--- src/rtl/core/i2cms_pkg.sv ---
`timescale 1ns / 1ps
// ----------------------------------------------------------------------------
// i2cms_pkg
// shared types and codes for the i2c master transfer sequencer
// ----------------------------------------------------------------------------
package i2cms_pkg;

	localparam int unsigned AddrWidth  = 7;
	localparam int unsigned ByteWidth  = 8;
	localparam int unsigned CountWidth = 8;

	// request codes
	typedef enum logic [1:0] {
		FN_ABORT = 2'd0,
		FN_START = 2'd1,
		FN_EVENT = 2'd2,
		FN_RSVD  = 2'd3
	} func_t;

	// peripheral bus states
	localparam logic [2:0] BS_IDLE    = 3'd0;
	localparam logic [2:0] BS_START   = 3'd1;
	localparam logic [2:0] BS_ADDR    = 3'd2;
	localparam logic [2:0] BS_ADDRACK = 3'd3;
	localparam logic [2:0] BS_DATA    = 3'd4;
	localparam logic [2:0] BS_DATAACK = 3'd5;

	// bus commands
	localparam logic [2:0] CMD_NONE  = 3'd0;
	localparam logic [2:0] CMD_START = 3'd1;
	localparam logic [2:0] CMD_STOP  = 3'd2;
	localparam logic [2:0] CMD_ACK   = 3'd3;
	localparam logic [2:0] CMD_NACK  = 3'd4;
	localparam logic [2:0] CMD_ABORT = 3'd5;

	// result codes kept in state
	typedef enum logic [1:0] {
		RES_OK    = 2'd0,
		RES_ANACK = 2'd1,
		RES_DNACK = 2'd2,
		RES_HANG  = 2'd3
	} res_t;

	// reported status, one wider than the result code
	localparam logic [2:0] ST_BUSY = 3'd4;

	localparam logic RW_WRITE = 1'b0;
	localparam logic RW_READ  = 1'b1;

	typedef enum logic [2:0] {
		PH_IDLE  = 3'd0,
		PH_START = 3'd1,
		PH_WADDR = 3'd2,
		PH_WDATA = 3'd3,
		PH_READ  = 3'd4,
		PH_STOP  = 3'd5
	} phase_t;

	// what one word does to the sequence
	typedef enum logic [3:0] {
		ACT_REJECT,
		ACT_START_OK,
		ACT_START_ERR,
		ACT_WAIT,
		ACT_SEND_WADDR,
		ACT_SEND_RADDR,
		ACT_STOP_OK,
		ACT_ANACK,
		ACT_DNACK,
		ACT_TX_DATA,
		ACT_RESTART,
		ACT_RX_CMD,
		ACT_RX_BYTE,
		ACT_STOP_DONE,
		ACT_ERROR
	} act_t;

	typedef struct packed {
		phase_t                 phase;
		logic                   active;
		logic                   write_phase_done;
		logic [CountWidth-1:0]  byte_position;
		res_t                   result_code;
		logic [AddrWidth-1:0]   device_address;
		logic [CountWidth-1:0]  bytes_to_write;
		logic [CountWidth-1:0]  bytes_to_read;
	} seq_state_t;

	typedef struct packed {
		logic [1:0]             func;
		logic [2:0]             bus_state;
		logic                   bus_nacked;
		logic                   stop_seen;
		logic [AddrWidth-1:0]   target_address;
		logic [CountWidth-1:0]  write_count;
		logic [CountWidth-1:0]  read_count;
		logic [ByteWidth-1:0]   tx_byte;
		logic [ByteWidth-1:0]   rx_byte;
	} seq_in_t;

	typedef struct packed {
		logic [2:0]             bus_cmd;
		logic                   tx_valid;
		logic [ByteWidth-1:0]   tx_data;
		logic                   flush_rx;
		logic                   rx_valid;
		logic [ByteWidth-1:0]   rx_data;
		logic [CountWidth-1:0]  rx_index;
		logic [CountWidth-1:0]  position;
		logic                   done_res;
		logic [2:0]             status;
		logic                   busy_res;
	} seq_res_t;

endpackage

--- src/rtl/core/i2c_master_transfer_sequencer_unit.sv ---
`timescale 1ns / 1ps
// a word taken into the input register passes through the step logic into the result register
// throughput: one word per cycle, no bubbles while the output side takes words
// the only loop is the sequence state feeding back through one step of logic
// reset: arst_n clears both stage valids and the sequence state (phase idle,
// no transfer active, counts and position zero, result ok) asynchronously
// ----------------------------------------------------------------------------
// i2c_master_transfer_sequencer_unit
// sequences one i2c master write-then-read transfer from requests and bus
// events, one result word per input word
// ----------------------------------------------------------------------------
module i2c_master_transfer_sequencer_unit (
	input  logic       clk,
	input  logic       arst_n,

	// input channel
	input  logic       in_valid,
	output logic       in_stall,
	input  logic [1:0] func,
	input  logic [2:0] bus_state,
	input  logic       bus_nacked,
	input  logic       stop_seen,
	input  logic [6:0] target_address,
	input  logic [7:0] write_count,
	input  logic [7:0] read_count,
	input  logic [7:0] tx_byte,
	input  logic [7:0] rx_byte,

	// result channel
	output logic       out_valid,
	input  logic       out_stall,
	output logic [2:0] bus_cmd,
	output logic       tx_valid,
	output logic [7:0] tx_data,
	output logic       flush_rx,
	output logic       rx_valid,
	output logic [7:0] rx_data,
	output logic [7:0] rx_index,
	output logic [7:0] position,
	output logic       done_res,
	output logic [2:0] status,
	output logic       busy_res
);

	// input register stage
	logic                  valid_s1;
	i2cms_pkg::seq_in_t    word_s1;

	// result register stage
	logic                  valid_s2;
	i2cms_pkg::seq_res_t   res_s2;

	// sequence state and the step outputs
	i2cms_pkg::seq_state_t state_q;
	i2cms_pkg::seq_state_t state_nxt;
	i2cms_pkg::seq_res_t   res_nxt;

	logic                  load_s2;
	logic                  load_s1;

	// the result register can take a new word when empty or being emptied
	assign load_s2  = !valid_s2 || !out_stall;
	// the input register holds its word only while it cannot move on
	assign in_stall = valid_s1 && !load_s2;
	assign load_s1  = in_valid && !in_stall;

	// input stage: payload needs no reset
	always_ff @(posedge clk or negedge arst_n) begin
		if (!arst_n) begin
			valid_s1 <= 1'b0;
		end else if (!in_stall) begin
			valid_s1 <= in_valid;
		end
	end

	always_ff @(posedge clk) begin
		if (load_s1) begin
			word_s1.func           <= func;
			word_s1.bus_state      <= bus_state;
			word_s1.bus_nacked     <= bus_nacked;
			word_s1.stop_seen      <= stop_seen;
			word_s1.target_address <= target_address;
			word_s1.write_count    <= write_count;
			word_s1.read_count     <= read_count;
			word_s1.tx_byte        <= tx_byte;
			word_s1.rx_byte        <= rx_byte;
		end
	end

	// one sequencing step, purely combinational
	i2cms_step u_step (
		.state     (state_q),
		.word      (word_s1),
		.state_nxt (state_nxt),
		.res       (res_nxt)
	);

	// sequence state advances exactly when a word leaves the input stage
	always_ff @(posedge clk or negedge arst_n) begin
		if (!arst_n) begin
			state_q.phase            <= i2cms_pkg::PH_IDLE;
			state_q.active           <= 1'b0;
			state_q.write_phase_done <= 1'b0;
			state_q.byte_position    <= '0;
			state_q.result_code      <= i2cms_pkg::RES_OK;
			state_q.device_address   <= '0;
			state_q.bytes_to_write   <= '0;
			state_q.bytes_to_read    <= '0;
		end else if (valid_s1 && load_s2) begin
			state_q <= state_nxt;
		end
	end

	// result stage
	always_ff @(posedge clk or negedge arst_n) begin
		if (!arst_n) begin
			valid_s2 <= 1'b0;
		end else if (load_s2) begin
			valid_s2 <= valid_s1;
		end
	end

	always_ff @(posedge clk) begin
		if (valid_s1 && load_s2) begin
			res_s2 <= res_nxt;
		end
	end

	assign out_valid = valid_s2;
	assign bus_cmd   = res_s2.bus_cmd;
	assign tx_valid  = res_s2.tx_valid;
	assign tx_data   = res_s2.tx_data;
	assign flush_rx  = res_s2.flush_rx;
	assign rx_valid  = res_s2.rx_valid;
	assign rx_data   = res_s2.rx_data;
	assign rx_index  = res_s2.rx_index;
	assign position  = res_s2.position;
	assign done_res  = res_s2.done_res;
	assign status    = res_s2.status;
	assign busy_res  = res_s2.busy_res;

	// a finished transfer is never still busy
	a_done_not_busy: assert property (@(posedge clk) disable iff (!arst_n)
		valid_s2 && res_s2.done_res |-> !res_s2.busy_res)
		else $error("done reported with transfer still busy");

	// a rejected start only happens while a transfer runs
	a_reject_busy: assert property (@(posedge clk) disable iff (!arst_n)
		valid_s2 && res_s2.status == i2cms_pkg::ST_BUSY |-> res_s2.busy_res)
		else $error("busy rejection without an active transfer");

	// an abort never carries a byte to transmit or a flush
	a_abort_clean: assert property (@(posedge clk) disable iff (!arst_n)
		valid_s2 && res_s2.bus_cmd == i2cms_pkg::CMD_ABORT
		|-> !res_s2.tx_valid && !res_s2.flush_rx)
		else $error("abort word carries transmit data");

	// sequence state only moves when a word passes to the result stage
	a_state_hold: assert property (@(posedge clk) disable iff (!arst_n)
		!(valid_s1 && load_s2) |=> $stable(state_q))
		else $error("sequence state changed without a word");

	// no transfer active means the phase is idle
	a_idle_inactive: assert property (@(posedge clk) disable iff (!arst_n)
		!state_q.active |-> state_q.phase == i2cms_pkg::PH_IDLE)
		else $error("phase left idle with no transfer active");

endmodule

--- src/rtl/core/i2cms_step.sv ---
`timescale 1ns / 1ps
// ----------------------------------------------------------------------------
// i2cms_step
// one step of the transfer sequence: decode, next state and result word
// ----------------------------------------------------------------------------
module i2cms_step (
	input  i2cms_pkg::seq_state_t state,
	input  i2cms_pkg::seq_in_t    word,
	output i2cms_pkg::seq_state_t state_nxt,
	output i2cms_pkg::seq_res_t   res
);

	i2cms_pkg::act_t                         act;
	logic [i2cms_pkg::CountWidth-1:0]        pos_inc;
	logic [i2cms_pkg::CountWidth:0]          pos_inc_wide;
	logic                                    bs_idle, bs_start, bs_addr, bs_addrack;
	logic                                    bs_data, bs_dataack;
	logic [i2cms_pkg::ByteWidth-1:0]         addr_w, addr_r;

	// exact state matches, with a clear nacked bit required except in the two ack states
	assign bs_idle    = (word.bus_state == i2cms_pkg::BS_IDLE)    && !word.bus_nacked;
	assign bs_start   = (word.bus_state == i2cms_pkg::BS_START)   && !word.bus_nacked;
	assign bs_addr    = (word.bus_state == i2cms_pkg::BS_ADDR)    && !word.bus_nacked;
	assign bs_addrack = (word.bus_state == i2cms_pkg::BS_ADDRACK);
	assign bs_data    = (word.bus_state == i2cms_pkg::BS_DATA)    && !word.bus_nacked;
	assign bs_dataack = (word.bus_state == i2cms_pkg::BS_DATAACK);

	assign pos_inc_wide = {1'b0, state.byte_position}
		+ {{i2cms_pkg::CountWidth{1'b0}}, 1'b1};
	assign pos_inc      = pos_inc_wide[i2cms_pkg::CountWidth-1:0];
	assign addr_w       = {state.device_address, i2cms_pkg::RW_WRITE};
	assign addr_r       = {state.device_address, i2cms_pkg::RW_READ};

	// decode
	always_comb begin
		act = i2cms_pkg::ACT_ERROR;
		case (word.func)
			i2cms_pkg::FN_START: begin
				if (state.active)
					act = i2cms_pkg::ACT_REJECT;
				else if (state.phase == i2cms_pkg::PH_IDLE && bs_idle)
					act = i2cms_pkg::ACT_START_OK;
				else
					act = i2cms_pkg::ACT_START_ERR;
			end
			i2cms_pkg::FN_EVENT: begin
				case (state.phase)
					i2cms_pkg::PH_START: begin
						if (!bs_start)
							act = i2cms_pkg::ACT_ERROR;
						else if (!state.write_phase_done && state.bytes_to_write != '0)
							act = i2cms_pkg::ACT_SEND_WADDR;
						else if (state.bytes_to_read != '0)
							act = i2cms_pkg::ACT_SEND_RADDR;
						else
							act = i2cms_pkg::ACT_STOP_OK;
					end
					i2cms_pkg::PH_WADDR: begin
						if (bs_addr)
							act = i2cms_pkg::ACT_WAIT;
						else if (bs_addrack && word.bus_nacked)
							act = i2cms_pkg::ACT_ANACK;
						else if (bs_addrack)
							act = i2cms_pkg::ACT_TX_DATA;
						else
							act = i2cms_pkg::ACT_ERROR;
					end
					i2cms_pkg::PH_WDATA: begin
						if (bs_data)
							act = i2cms_pkg::ACT_WAIT;
						else if (bs_dataack && word.bus_nacked)
							act = i2cms_pkg::ACT_DNACK;
						else if (bs_dataack) begin
							if (state.byte_position < state.bytes_to_write)
								act = i2cms_pkg::ACT_TX_DATA;
							else if (state.bytes_to_read != '0)
								act = i2cms_pkg::ACT_RESTART;
							else
								act = i2cms_pkg::ACT_STOP_OK;
						end else
							act = i2cms_pkg::ACT_ERROR;
					end
					i2cms_pkg::PH_READ: begin
						if (bs_addr)
							act = i2cms_pkg::ACT_WAIT;
						else if (bs_addrack && word.bus_nacked)
							act = i2cms_pkg::ACT_ANACK;
						else if (bs_addrack)
							act = i2cms_pkg::ACT_WAIT;
						else if (bs_data)
							act = i2cms_pkg::ACT_RX_CMD;
						else if (bs_dataack && !word.bus_nacked)
							act = i2cms_pkg::ACT_RX_BYTE;
						else
							act = i2cms_pkg::ACT_ERROR;
					end
					i2cms_pkg::PH_STOP: begin
						if (bs_idle || word.stop_seen)
							act = i2cms_pkg::ACT_STOP_DONE;
						else
							act = i2cms_pkg::ACT_ERROR;
					end
					default: act = i2cms_pkg::ACT_ERROR;
				endcase
			end
			default: act = i2cms_pkg::ACT_ERROR;
		endcase
	end

	// next state
	always_comb begin
		state_nxt = state;
		case (act)
			i2cms_pkg::ACT_START_OK, i2cms_pkg::ACT_START_ERR: begin
				state_nxt.device_address   = word.target_address;
				state_nxt.bytes_to_write   = word.write_count;
				state_nxt.bytes_to_read    = word.read_count;
				state_nxt.byte_position    = '0;
				state_nxt.write_phase_done = 1'b0;
				if (act == i2cms_pkg::ACT_START_OK) begin
					state_nxt.result_code = i2cms_pkg::RES_OK;
					state_nxt.active      = 1'b1;
					state_nxt.phase       = i2cms_pkg::PH_START;
				end else begin
					// bus not idle on start: the new transfer hangs at once
					state_nxt.result_code = i2cms_pkg::RES_HANG;
					state_nxt.active      = 1'b0;
					state_nxt.phase       = i2cms_pkg::PH_IDLE;
				end
			end
			i2cms_pkg::ACT_SEND_WADDR: state_nxt.phase = i2cms_pkg::PH_WADDR;
			i2cms_pkg::ACT_SEND_RADDR: state_nxt.phase = i2cms_pkg::PH_READ;
			i2cms_pkg::ACT_STOP_OK: begin
				state_nxt.result_code = i2cms_pkg::RES_OK;
				state_nxt.phase       = i2cms_pkg::PH_STOP;
			end
			i2cms_pkg::ACT_ANACK: begin
				state_nxt.result_code = i2cms_pkg::RES_ANACK;
				state_nxt.phase       = i2cms_pkg::PH_STOP;
			end
			i2cms_pkg::ACT_DNACK: begin
				state_nxt.result_code = i2cms_pkg::RES_DNACK;
				state_nxt.phase       = i2cms_pkg::PH_STOP;
			end
			i2cms_pkg::ACT_TX_DATA: begin
				state_nxt.phase         = i2cms_pkg::PH_WDATA;
				state_nxt.byte_position = pos_inc;
			end
			i2cms_pkg::ACT_RESTART: begin
				state_nxt.write_phase_done = 1'b1;
				state_nxt.byte_position    = '0;
				state_nxt.phase            = i2cms_pkg::PH_START;
			end
			i2cms_pkg::ACT_RX_BYTE: begin
				state_nxt.byte_position = pos_inc;
				if (pos_inc == state.bytes_to_read) begin
					state_nxt.result_code = i2cms_pkg::RES_OK;
					state_nxt.phase       = i2cms_pkg::PH_STOP;
				end
			end
			i2cms_pkg::ACT_STOP_DONE: begin
				state_nxt.phase  = i2cms_pkg::PH_IDLE;
				state_nxt.active = 1'b0;
			end
			i2cms_pkg::ACT_ERROR: begin
				state_nxt.phase  = i2cms_pkg::PH_IDLE;
				state_nxt.active = 1'b0;
				if (state.active)
					state_nxt.result_code = i2cms_pkg::RES_HANG;
			end
			default: state_nxt = state;
		endcase
	end

	// result word
	always_comb begin
		res          = '0;
		res.bus_cmd  = i2cms_pkg::CMD_NONE;
		case (act)
			i2cms_pkg::ACT_START_OK, i2cms_pkg::ACT_RESTART:
				res.bus_cmd = i2cms_pkg::CMD_START;
			i2cms_pkg::ACT_START_ERR: begin
				res.bus_cmd  = i2cms_pkg::CMD_ABORT;
				res.done_res = 1'b1;
			end
			i2cms_pkg::ACT_SEND_WADDR: begin
				res.tx_valid = 1'b1;
				res.tx_data  = addr_w;
			end
			i2cms_pkg::ACT_SEND_RADDR: begin
				res.flush_rx = 1'b1;
				res.tx_valid = 1'b1;
				res.tx_data  = addr_r;
			end
			i2cms_pkg::ACT_STOP_OK, i2cms_pkg::ACT_ANACK, i2cms_pkg::ACT_DNACK:
				res.bus_cmd = i2cms_pkg::CMD_STOP;
			i2cms_pkg::ACT_TX_DATA: begin
				res.tx_valid = 1'b1;
				res.tx_data  = word.tx_byte;
			end
			i2cms_pkg::ACT_RX_CMD: begin
				// nack the last byte to be read
				if ({1'b0, state.bytes_to_read} > pos_inc_wide)
					res.bus_cmd = i2cms_pkg::CMD_ACK;
				else
					res.bus_cmd = i2cms_pkg::CMD_NACK;
			end
			i2cms_pkg::ACT_RX_BYTE: begin
				res.rx_valid = 1'b1;
				res.rx_data  = word.rx_byte;
				res.rx_index = state.byte_position;
				if (pos_inc == state.bytes_to_read)
					res.bus_cmd = i2cms_pkg::CMD_STOP;
			end
			i2cms_pkg::ACT_STOP_DONE:
				res.done_res = state.active;
			i2cms_pkg::ACT_ERROR: begin
				res.bus_cmd  = i2cms_pkg::CMD_ABORT;
				res.done_res = state.active;
			end
			default: res.bus_cmd = i2cms_pkg::CMD_NONE;
		endcase
		res.position = state_nxt.byte_position;
		res.busy_res = state_nxt.active;
		if (act == i2cms_pkg::ACT_REJECT)
			res.status = i2cms_pkg::ST_BUSY;
		else
			res.status = {1'b0, state_nxt.result_code};
	end

endmodule

--- config.mk ---
export PLATFORM = sky130hd
export DESIGN_NAME = i2c_master_transfer_sequencer_unit
export DESIGN_NICKNAME = d
export VERILOG_FILES = /design/src/rtl/core/i2cms_pkg.sv /design/src/rtl/core/i2c_master_transfer_sequencer_unit.sv /design/src/rtl/core/i2cms_step.sv
export SDC_FILE = /design/constraint.sdc
export NUM_CORES = 1
export LEC_CHECK = 0
export BUFFER_PORTS_ARGS = -buffer_cell sky130_fd_sc_hd__clkbuf_2
export CORE_ASPECT_RATIO = 1.75
export CORE_MARGIN = 1
export CORE_UTILIZATION = 43
export DETAILED_ROUTE_END_ITERATION = 16
export MAX_ROUTING_LAYER = met4
export PLACE_DENSITY = 0.66
export SLEW_MARGIN = 20
export SYNTH_ARGS = -nofsm -noshare
export SYNTH_HDL_FRONTEND = slang
export SYNTH_SLANG_ARGS = --single-unit
--- constraint.sdc ---
create_clock -name clk -period 4.1 [get_ports clk]
set_input_delay 0.82 -clock clk [delete_from_list [all_inputs] [get_ports clk]]
set_output_delay 0.82 -clock clk [all_outputs]
set_load 0.005 [all_outputs]
==> Word level (Yosys, flattened, before mapping) <==
Index checks and enable logic that the tools add are counted.
{ "totals": {"ff_bits": 129, "input_bits": 50, "elab_cells": 137} }
{ "classes": {"add_sub_neg": 1, "n_lt_le_gt_ge": 2, "n_eq_ne": 27, "mux": 39, "n_reduce_logical": 37} }
{ "ops": {"columns": ["operator", "count"], "rows": [
  ["two-way mux 4 bit", 14],
  ["equality test 4 bit, second input constant", 7],
  ["one-hot mux 9 bit (3 select lines)", 1],
  ["one-hot mux 3 bit (8 select lines)", 1],
  ["nonzero test 8 bit", 3],
  ["one-hot mux 4 bit (5 select lines)", 1],
  ["two-way mux 2 bit", 9],
  ["two-way mux 17 bit", 1],
  ["equality test 4 x 3 -> 1 bit, second input constant", 4],
  ["one-hot mux 8 bit (2 select lines)", 1],
  ["one-hot mux 3 bit (5 select lines)", 1],
  ["equality test 3 x 2 -> 1 bit, second input constant", 4],
  ["equality test 3 bit, second input constant", 4],
  ["logical AND 1 bit", 12],
  ["two-way mux 3 bit", 4],
  ["one-hot mux 2 bit (6 select lines)", 1],
  ["OR reduction 2 bit", 5],
  ["adder 8 x 1 -> 9 bit, second input constant", 1],
  ["> comparator 8 x 9 -> 1 bit", 1],
  ["equality test 8 bit", 1],
  ["less-than comparator 8 bit", 1],
  ["one-hot mux 4 bit (2 select lines)", 1],
  ["equality test 3 x 1 -> 1 bit, second input constant", 2],
  ["zero test 1 bit", 6],
  ["14 further kinds", 20]
]} }

==> Depth between registers and ports, before layout <==
Gate-level depths: netlist (run 1).
{ "logic_depth": {"depth_word": 13, "depth_mapped": 13, "ltp_nobuf": 13} }

==> Hierarchy <==
A second synthesis (run 1) with hierarchy kept.
{ "hier_totals": {"cells_unflattened": 487, "area_unflattened_um2": 6591.3} }
{ "modules_own_cells": {"columns": ["module", "n_inst", "cells_per_inst", "area_per_inst_um2", "seq_area_each_um2"], "rows": [
  ["i2c_master_transfer_sequencer_unit", 1, 177, 4221.5, 3673.5],
  ["i2cms_step", 1, 310, 2369.8, 0.0]
]} }

==> Worst setup path after synthesis (run 1) <==
No wires, ideal clock.
{ "synth_timing": {"kind": "flip-flop to flip-flop", "start": "reg word_s1[42] (netlist bit)", "end": "reg res_s2 (netlist bit status[0]) (data pin)", "arrival_ps": 2864, "setup_slack_ps": 967, "path_stages_with_launch": 9, "n_path_buf": 1, "path_cell_list": "edfxtp_1 or4_4 or4b_1 a21o_1 a211o_1 clkbuf_1 a22o_1 a211oi_1 o31ai_1"} }
{ "synth_via": {"elab_chain_cells": 12} }
{ "synth_lines": {"columns": ["item", "line_no", "text"], "rows": [
  ["start: declaration", "i2c_master_transfer_sequencer_unit.sv:47", "i2cms_pkg::seq_in_t word_s1;"],
  ["equality test 3 bit", "i2cms_step.sv:26", "assign bs_dataack = (word.bus_state == i2cms_pkg::BS_DATAACK);"],
  ["logical AND 1 bit", "i2cms_step.sv:92", "else if (bs_dataack && !word.bus_nacked)"],
  ["two-way mux 2 bit", "i2cms_step.sv:92", null],
  ["two-way mux 4 bit", "i2cms_step.sv:90", "else if (bs_data)"],
  ["two-way mux 4 bit", "i2cms_step.sv:88", "else if (bs_addrack)"],
  ["two-way mux 4 bit", "i2cms_step.sv:86", "else if (bs_addrack && word.bus_nacked)"],
  ["two-way mux 4 bit", "i2cms_step.sv:84", "if (bs_addr)"],
  ["one-hot mux 4 bit (5 select lines)", "i2cms_step.sv:47", "case (state.phase)"],
  ["one-hot mux 4 bit (2 select lines) *", "i2cms_step.sv:37", "case (word.func)"],
  ["equality test 4 x 1 -> 1 bit / equality test 4 x 2 -> 1 bit (equally long branches)", "i2cms_step.sv:113, i2cms_step.sv:120", null],
  ["two-way mux 2 bit / OR reduction 2 bit (equally long branches)", "i2cms_step.sv:120, i2cms_step.sv:113", null],
  ["one-hot mux 2 bit (6 select lines)", "i2cms_step.sv:113", "case (act)"],
  ["end signal: assignment", "i2c_master_transfer_sequencer_unit.sv:125", "res_s2 <= res_nxt;"],
  ["end: declaration", "i2c_master_transfer_sequencer_unit.sv:51", "i2cms_pkg::seq_res_t res_s2;"]
]} }
Mark *: on every way between the ends. The rest lies on a longest branch, timed or not.
A chain may end at the register's enable or synchronous reset.

==> Worst setup path in the final report (run 1) <==
{ "layout_timing": {"start": "reg word_s1[42] (netlist bit)", "end": "reg state_q[35] (netlist bit)"} }
{ "layout_via": {"elab_chain_cells": 13} }
{ "layout_lines": {"columns": ["item", "line_no", "text"], "rows": [
  ["equality test 3 bit", "i2cms_step.sv:26", null],
  ["logical AND 1 bit", "i2cms_step.sv:92", null],
  ["two-way mux 2 bit", "i2cms_step.sv:92", null],
  ["two-way mux 4 bit", "i2cms_step.sv:90", null],
  ["two-way mux 4 bit", "i2cms_step.sv:88", null],
  ["two-way mux 4 bit", "i2cms_step.sv:86", null],
  ["two-way mux 4 bit", "i2cms_step.sv:84", null],
  ["one-hot mux 4 bit (5 select lines)", "i2cms_step.sv:47", null],
  ["one-hot mux 4 bit (2 select lines) *", "i2cms_step.sv:37", null],
  ["equality test 4 x 3 -> 1 bit (tied with other cells)", "i2cms_step.sv:113", null],
  ["OR reduction 3 bit (no source line) (tied with other cells)", null, null],
  ["nonzero test 8 bit (no source line)", null, null],
  ["AND reduction 3 bit (no source line)", null, null],
  ["end signal: assignment", "i2c_master_transfer_sequencer_unit.sv:110", "state_q <= state_nxt;"],
  ["end: declaration", "i2c_master_transfer_sequencer_unit.sv:54", "i2cms_pkg::seq_state_t state_q;"]
]} }
Marked as above.

==> results of run 1 <==
metrics by stage:
step                utilization, %  hold slack, ns  total power, W  area [um2]  setup slack [ns]
floorplan                        -           0.454         0.00304        6110             0.967
global placement              49.4           0.456         0.00355        6870             0.602
detailed placement            49.4           0.465         0.00360        6870             0.561
CTS                           53.6           0.476         0.00513        7450             0.545
global route                  53.6           0.443         0.00540        7460             0.395
finish                        53.6           0.384         0.00511        7460             0.588
sequential cells by signal (all words and copies together) (netlist names):
name       flops
bus_cmd        3
rx_valid       1
status         3
done_res       1
out_valid      1
rx_index       8
word_s1       46
rx_data        8
tx_valid       1
position       8
flush_rx       1
state_q       38
busy_res       1
valid_s1       1
tx_data        8
worst paths after layout:
path | startpoint | to | cells past startpoint
worst max-delay path | word_s1[42] | state_q[35] | 9
worst min-delay path | arst_n | state_q[22] | 1
worst max register to register | word_s1[42] | state_q[35] | 9
worst min register to register | word_s1[21] | state_q[5] | 1
max in group asynchronous | arst_n | state_q[8] | 1
min in group clk | word_s1[21] | state_q[5] | 1
power groups by stage:
stage                     Clock, W  Combinational, W  Sequential, W
final                      0.00151           0.00162        0.00199
after global routing       0.00158           0.00180        0.00203
after CTS                  0.00153           0.00161        0.00199
after detailed placement         0           0.00159        0.00201
after global placement           0           0.00154        0.00200
after floorplan                  0           0.00113        0.00190
kinds of logic after synthesis:
kind of cell               count (synthesis)  synth area share (%)
xor gates and xnor gates                   3                 0.430
and+or+nand+nor                          149                  13.1
buffers and inverters                     51                  3.44
muxes                                     26                  4.81
adders and majority gates                 18                  3.68
AOI/OAI and AO/OA                        118                  14.4
DFF                                      129                  60.1
metal layers:
layer	track usage, %	vias up	part of all wire (%)
met5	-	-	0
met1	21.5	2193	35
met4	14.8	0	4.9
li1	-	2113	-
met3	3.95	55	4.3
met2	38.3	177	55
cells in the final DEF, fill, tap and decap left out, types with 17 or more instances in the layout:
master     Yosys  layout
mux2_2        24      24
buf_4          0      19
edfxtp_1      89      89
inv_1         30      30
nand2_1       20      20
ha_1          18      18
dfrtp_1       40      40
clkbuf_16      0      17
nor2_1        42      42
clkbuf_2       0      93
worst register-to-register path: cells and delay by family, from the launching register on:
family          cells  cell delay (ns)
flops               1             0.48
compound gates      4             1.45
simple gates        4             1.28
buf+inv             1             0.24
layout make-up:
type	count	area [um2]
fill	1222	6450
sequential	129	3670
multi-input combinational	314	2230
timing repair buffer	113	628
clock buffer	18	429
tap	177	221
clock inverter	14	158
inverter	31	116
==> impl_metrics.json, run 1 <==
{
  "detail-route-antenna-nets": 0,
  "crit_buf_inv": 1,
  "critical_path_class": "flop to flop",
  "syn-mean-instance-area_um2": 12.4,
  "cp-start-kind": "flop",
  "layout.cells.non_filler": 796,
  "synth_top_cell_area_share_pct": 43.7,
  "slew_violations": 0,
  "critPathMaxStageDelay_ns": 0.66,
  "io-pin-count": 95,
  "clock_path_buffers": 2,
  "drt-pass1-iter-count": 5,
  "tightest_slew_ns": 0.738,
  "synth_common_cells": "89 x edfxtp_1, 42 x nor2_1, 40 x dfrtp_1, 30 x inv_1, 24 x mux2_2",
  "seqPwrFrac_pct": 38.9,
  "grt_util_all_layers_pct": 21.8,
  "yosys.area.top_type": "edfxtp_1",
  "cts_resized": 0,
  "drt-total-wl_um": 14600,
  "synth.area.top_cells": "edfxtp_1 44%, dfrtp_1 16%, mux2_2 4.4%",
  "row_count": 57,
  "via_per_inst": 5.70,
  "place_congestion": 0.919,
  "cp.arrival_ns": 3.87,
  "power_density_mw_per_mm2": 685,
  "drt_iter0_drc": 251,
  "die_w_um": 92.1,
  "core_region_area_mm2": 0.0139,
  "vias": 4538,
  "worst_setup_path_end_kind": "flop",
  "p_sw_share_pct": 34.7,
  "antenna_found_initial": 0,
  "drv_cap": 0,
  "ctsHtreeMaxLevel": 4,
  "ys.flop_type": "edfxtp_1",
  "clkPwrFrac_pct": 29.5,
  "ys_ff_latch": 129,
  "cts_tree": "built",
  "slew-limit-headroom_pct": 49.6,
  "yosysMostFrequentCell": "edfxtp_1",
  "synth_enable_flop_cells": 89,
  "synth_warnings": 0,
  "io_buffers": 94,
  "finalCritPeriodShare_pct": 85.7,
  "root_buffer": "clkbuf_16",
  "post-cts-setup-buffers": 0,
  "p_comb_share_pct": 31.6,
  "drc": 0,
  "antenna-diode-count": 0,
  "r2r_slack_ns": 0.59,
  "ys_seq_area_share_pct": 60.1,
  "syn_nets": 562,
  "syn_area_mm2": 0.00611,
  "setup_tns_ns": 0,
  "layout.nets": 674,
  "grt_max_degree": 47,
  "die_y_um": 160,
  "grt_pass1_vias": 4624,
  "dp.cells": 764,
  "hold_class": "input port to async pin",
  "cts_buffers": 17,
  "synthCells": 494,
  "worstPathMaxFanout": 10,
  "drive_gt1_share_pct": 29.9,
  "crit_slowest_cell": "a2111oi_0",
  "synth.distinct_cells": 73,
  "cts_hold_buf": 0,
  "overflow": 0,
  "dpl.hpwl_um": 10500,
  "cts_sinks": 129,
  "cp_top_family": "compound AO/OA/AOI/OAI gates",
  "die_area_mm2": 0.0147,
  "wl_per_cell_um": 18.3,
  "final.min_clock_period_ns": 3.51,
  "p_switching_w": 0.00178,
  "report.final.hold_viol_count": 0,
  "ys_async_sr_fraction_pct": 31.0,
  "leakage_nw": 3.11,
  "p_int_w": 0.00334,
  "rsz0062_at_grt": "no",
  "outcome": "complete, no violations",
  "crit_chain": "or4_4 > or4b_1 > a21bo_2 > nor2_1 > a21boi_2 > buf_4 > nor3_1 > a2111oi_0 > o22a_1",
  "crit_required_ns": 4.46,
  "insertion_delay_ns": 0.42,
  "area_growth_pct": 22.0,
  "start_util_pct": 44.0,
  "grt_pass1_wl_um": 23400,
  "fin_worst_skew_ns": 0.00953,
  "clkSlewWorstSetupHoldPaths_ns": 0.06,
  "ir_drop_v": 0.000355,
  "max_freq_mhz": 285,
  "finalSetupViolCount": 0
}
(Power assumes the default switching activity.)
==> run 2: changes to the inputs <==
Settings changed: CTS_BUF_LIST set to sky130_fd_sc_hd__clkbuf_8, GPL_TIMING_DRIVEN set to 0.
==> run 2 against run 1 <==
Compared with the run above: worst setup slack worse by 0.28 ns; total power down 7.0%; sequential share of layout area up 1.1 points; cell area down 2.2%; worst hold slack better by 0.095 ns; largest power group unchanged; first-iteration DRC count down 11%; combinational power about the same; critical path depth unchanged; clock power down 21%.
==> impl_metrics.json, run 2 (synthesis gave the netlist of run 1 again) <==
{
  "outcome": "complete, no violations",
  "place_congestion": 0.899,
  "hold_class": "flop to flop",
  "drv_cap": 0,
  "p_int_w": 0.00303,
  "die_w_um": 92.1,
  "start_util_pct": 44.0,
  "grt_pass1_vias": 4520,
  "die_y_um": 160,
  "timing.rr.end": "position[5]",
  "drt-pass1-iter-count": 4,
  "area_growth_pct": 19.3,
  "worstPathMaxFanout": 8,
  "critical_path_class": "flop to flop",
  "vias": 4413,
  "drive_gt1_share_pct": 28.3,
  "final_common_cell": "clkbuf_2",
  "crit_required_ns": 4.34,
  "row_count": 57,
  "whs_path_depth": 1,
  "globalRouteMet2Util_pct": 38.1,
  "drt_iter0_drc": 223,
  "clkSlewWorstSetupHoldPaths_ns": 0.08,
  "p_switching_w": 0.00173,
  "r2r-start": "state_q[26]",
  "insertion_delay_ns": 0.43,
  "regMostFlops": "word_s1",
  "finalPower_w": 0.00475,
  "tightest_slew_ns": 0.970,
  "r2r_slack_ns": 0.30,
  "cts_sinks": 129,
  "io-pin-count": 95,
  "grtUsageMet3_pct": 3.76,
  "detail-route-antenna-nets": 0,
  "clkPwrFrac_pct": 24.9,
  "via_per_inst": 5.52,
  "slew_violations": 0,
  "io_buffers": 94,
  "overflow": 0,
  "finalSetupViolCount": 0,
  "report.final.hold_viol_count": 0,
  "wl_per_cell_um": 17.7,
  "cts_resized": 0,
  "grt_util_all_layers_pct": 20.8,
  "p_comb_share_pct": 34.2,
  "slew-limit-headroom_pct": 35.3,
  "cp.arrival_ns": 4.04,
  "setup_tns_ns": 0,
  "grt_pass1_wl_um": 22600,
  "clock_path_buffers": 2,
  "power_density_mw_per_mm2": 652,
  "min_from": "word_s1[19]",
  "drt-total-wl_um": 14100,
  "final_cell_mix": "93 x clkbuf_2, 89 x edfxtp_1, 41 x nor2_1",
  "seqPwrFrac_pct": 40.8,
  "drc": 0,
  "die_area_mm2": 0.0147,
  "rsz0062_at_grt": "no",
  "p_sw_share_pct": 36.4,
  "core_region_area_mm2": 0.0139,
  "cts_tree": "built",
  "fin_worst_skew_ns": 0.00909,
  "top_usage_layer": "met2",
  "hold_path_end": "state_q[3]",
  "ir_drop_v": 0.000356,
  "max_freq_mhz": 263,
  "antenna_found_initial": 0,
  "final.min_clock_period_ns": 3.80,
  "cts_buffers": 17,
  "grt_max_degree": 41,
  "finalCritPeriodShare_pct": 92.6,
  "root_buffer": "clkbuf_8",
  "ctsHtreeMaxLevel": 4,
  "post-cts-setup-buffers": 0,
  "antenna-diode-count": 0,
  "leakage_nw": 3.01,
  "met1_usage_pct": 21.4,
  "cts_hold_buf": 0,
  "dpl.hpwl_um": 10400,
  "largest_reg_flops": 46,
  "largestRegisters": "word_s1 (46), state_q (38)",
  "worstRegToRegCells": 9,
  "cp-start-kind": "flop",
  "fillers": 1253,
  "layout.nets": 677,
  "worst_setup_path_end_kind": "flop"
}
## run 2: cell count changes in the layout (fill, tap and decap cells not counted), sizes merged
cell / previous run / this run
bufinv: 2 / 3
inv: 35 / 38
buf: 20 / 8
clkbuf: 111 / 125
clkinv: 7 / 4
## run 2: worst max path at each step
stage | from | endpoint | slack [ns] | cells past startpoint
final | state_q[26] | position[5] | 0.30 | 9
after global routing | word_s1[40] | position[5] | 0.06 | 10
after CTS | state_q[26] | state_q[35] | 0.06 | 9
after detailed placement | state_q[26] | state_q[35] | 0.08 | 9
after global placement | state_q[26] | state_q[35] | 0.22 | 9
after floorplan | word_s1[42] | status[0] | 0.97 | 8
## run 2: through the flow
stage / instance area [um2] / instances / hold WS, ns / utilization, % / setup WS (ns)
floorplan: 6110 / 494 / 0.454 / - / 0.967
global placement: 6810 / 765 / 0.457 / 48.9 / 0.224
detailed placement: 6850 / 767 / 0.461 / 49.2 / 0.0826
CTS: 7280 / 799 / 0.481 / 52.3 / 0.0634
global route: 7290 / 799 / 0.497 / 52.4 / 0.0605
finish: 7290 / 799 / 0.479 / 52.4 / 0.304
## run 2: area by class of cell
cell class	count	area (um2)	share of cell area (%)
inverter	31	118	1.61
timing repair buffer	96	510	7.00
clock buffer	17	234	3.21
buffer	20	93.8	1.29
multi-input combinational	314	2250	30.8
sequential	129	3670	50.4
clock inverter	15	196	2.69
tap	177	221	3.04
## run 2: power by group through the flow
| stage | registers [W] | clock network, W | logic [W] |
|---|---|---|---|
| 2_1_floorplan | 0.00190 | 0 | 0.00113 |
| 3_3_place_gp | 0.00196 | 0 | 0.00155 |
| 3_5_place_dp | 0.00197 | 0 | 0.00159 |
| 4_1_cts | 0.00194 | 0.00122 | 0.00161 |
| 5_1_grt | 0.00198 | 0.00127 | 0.00180 |
| 6_report | 0.00194 | 0.00119 | 0.00163 |
## run 2: critical path: stages (launching register included)
cell       delay [ns]
dfrtp_1          0.47
ha_1             0.32
a2111oi_1        0.70
nor3_1           0.16
nor4_2           0.45
nor2_1           0.23
or3_1            0.48
inv_1            0.26
nor2_1           0.22
o221ai_1         0.32
## run 2: routing by layer
| metal | vias up | routed length [um] |
|---|---|---|
| li1 | 2109 | - |
| met5 | - | 0 |
| met2 | 130 | 8010 |
| met4 | 0 | 388 |
| met1 | 2149 | 5240 |
| met3 | 25 | 509 |
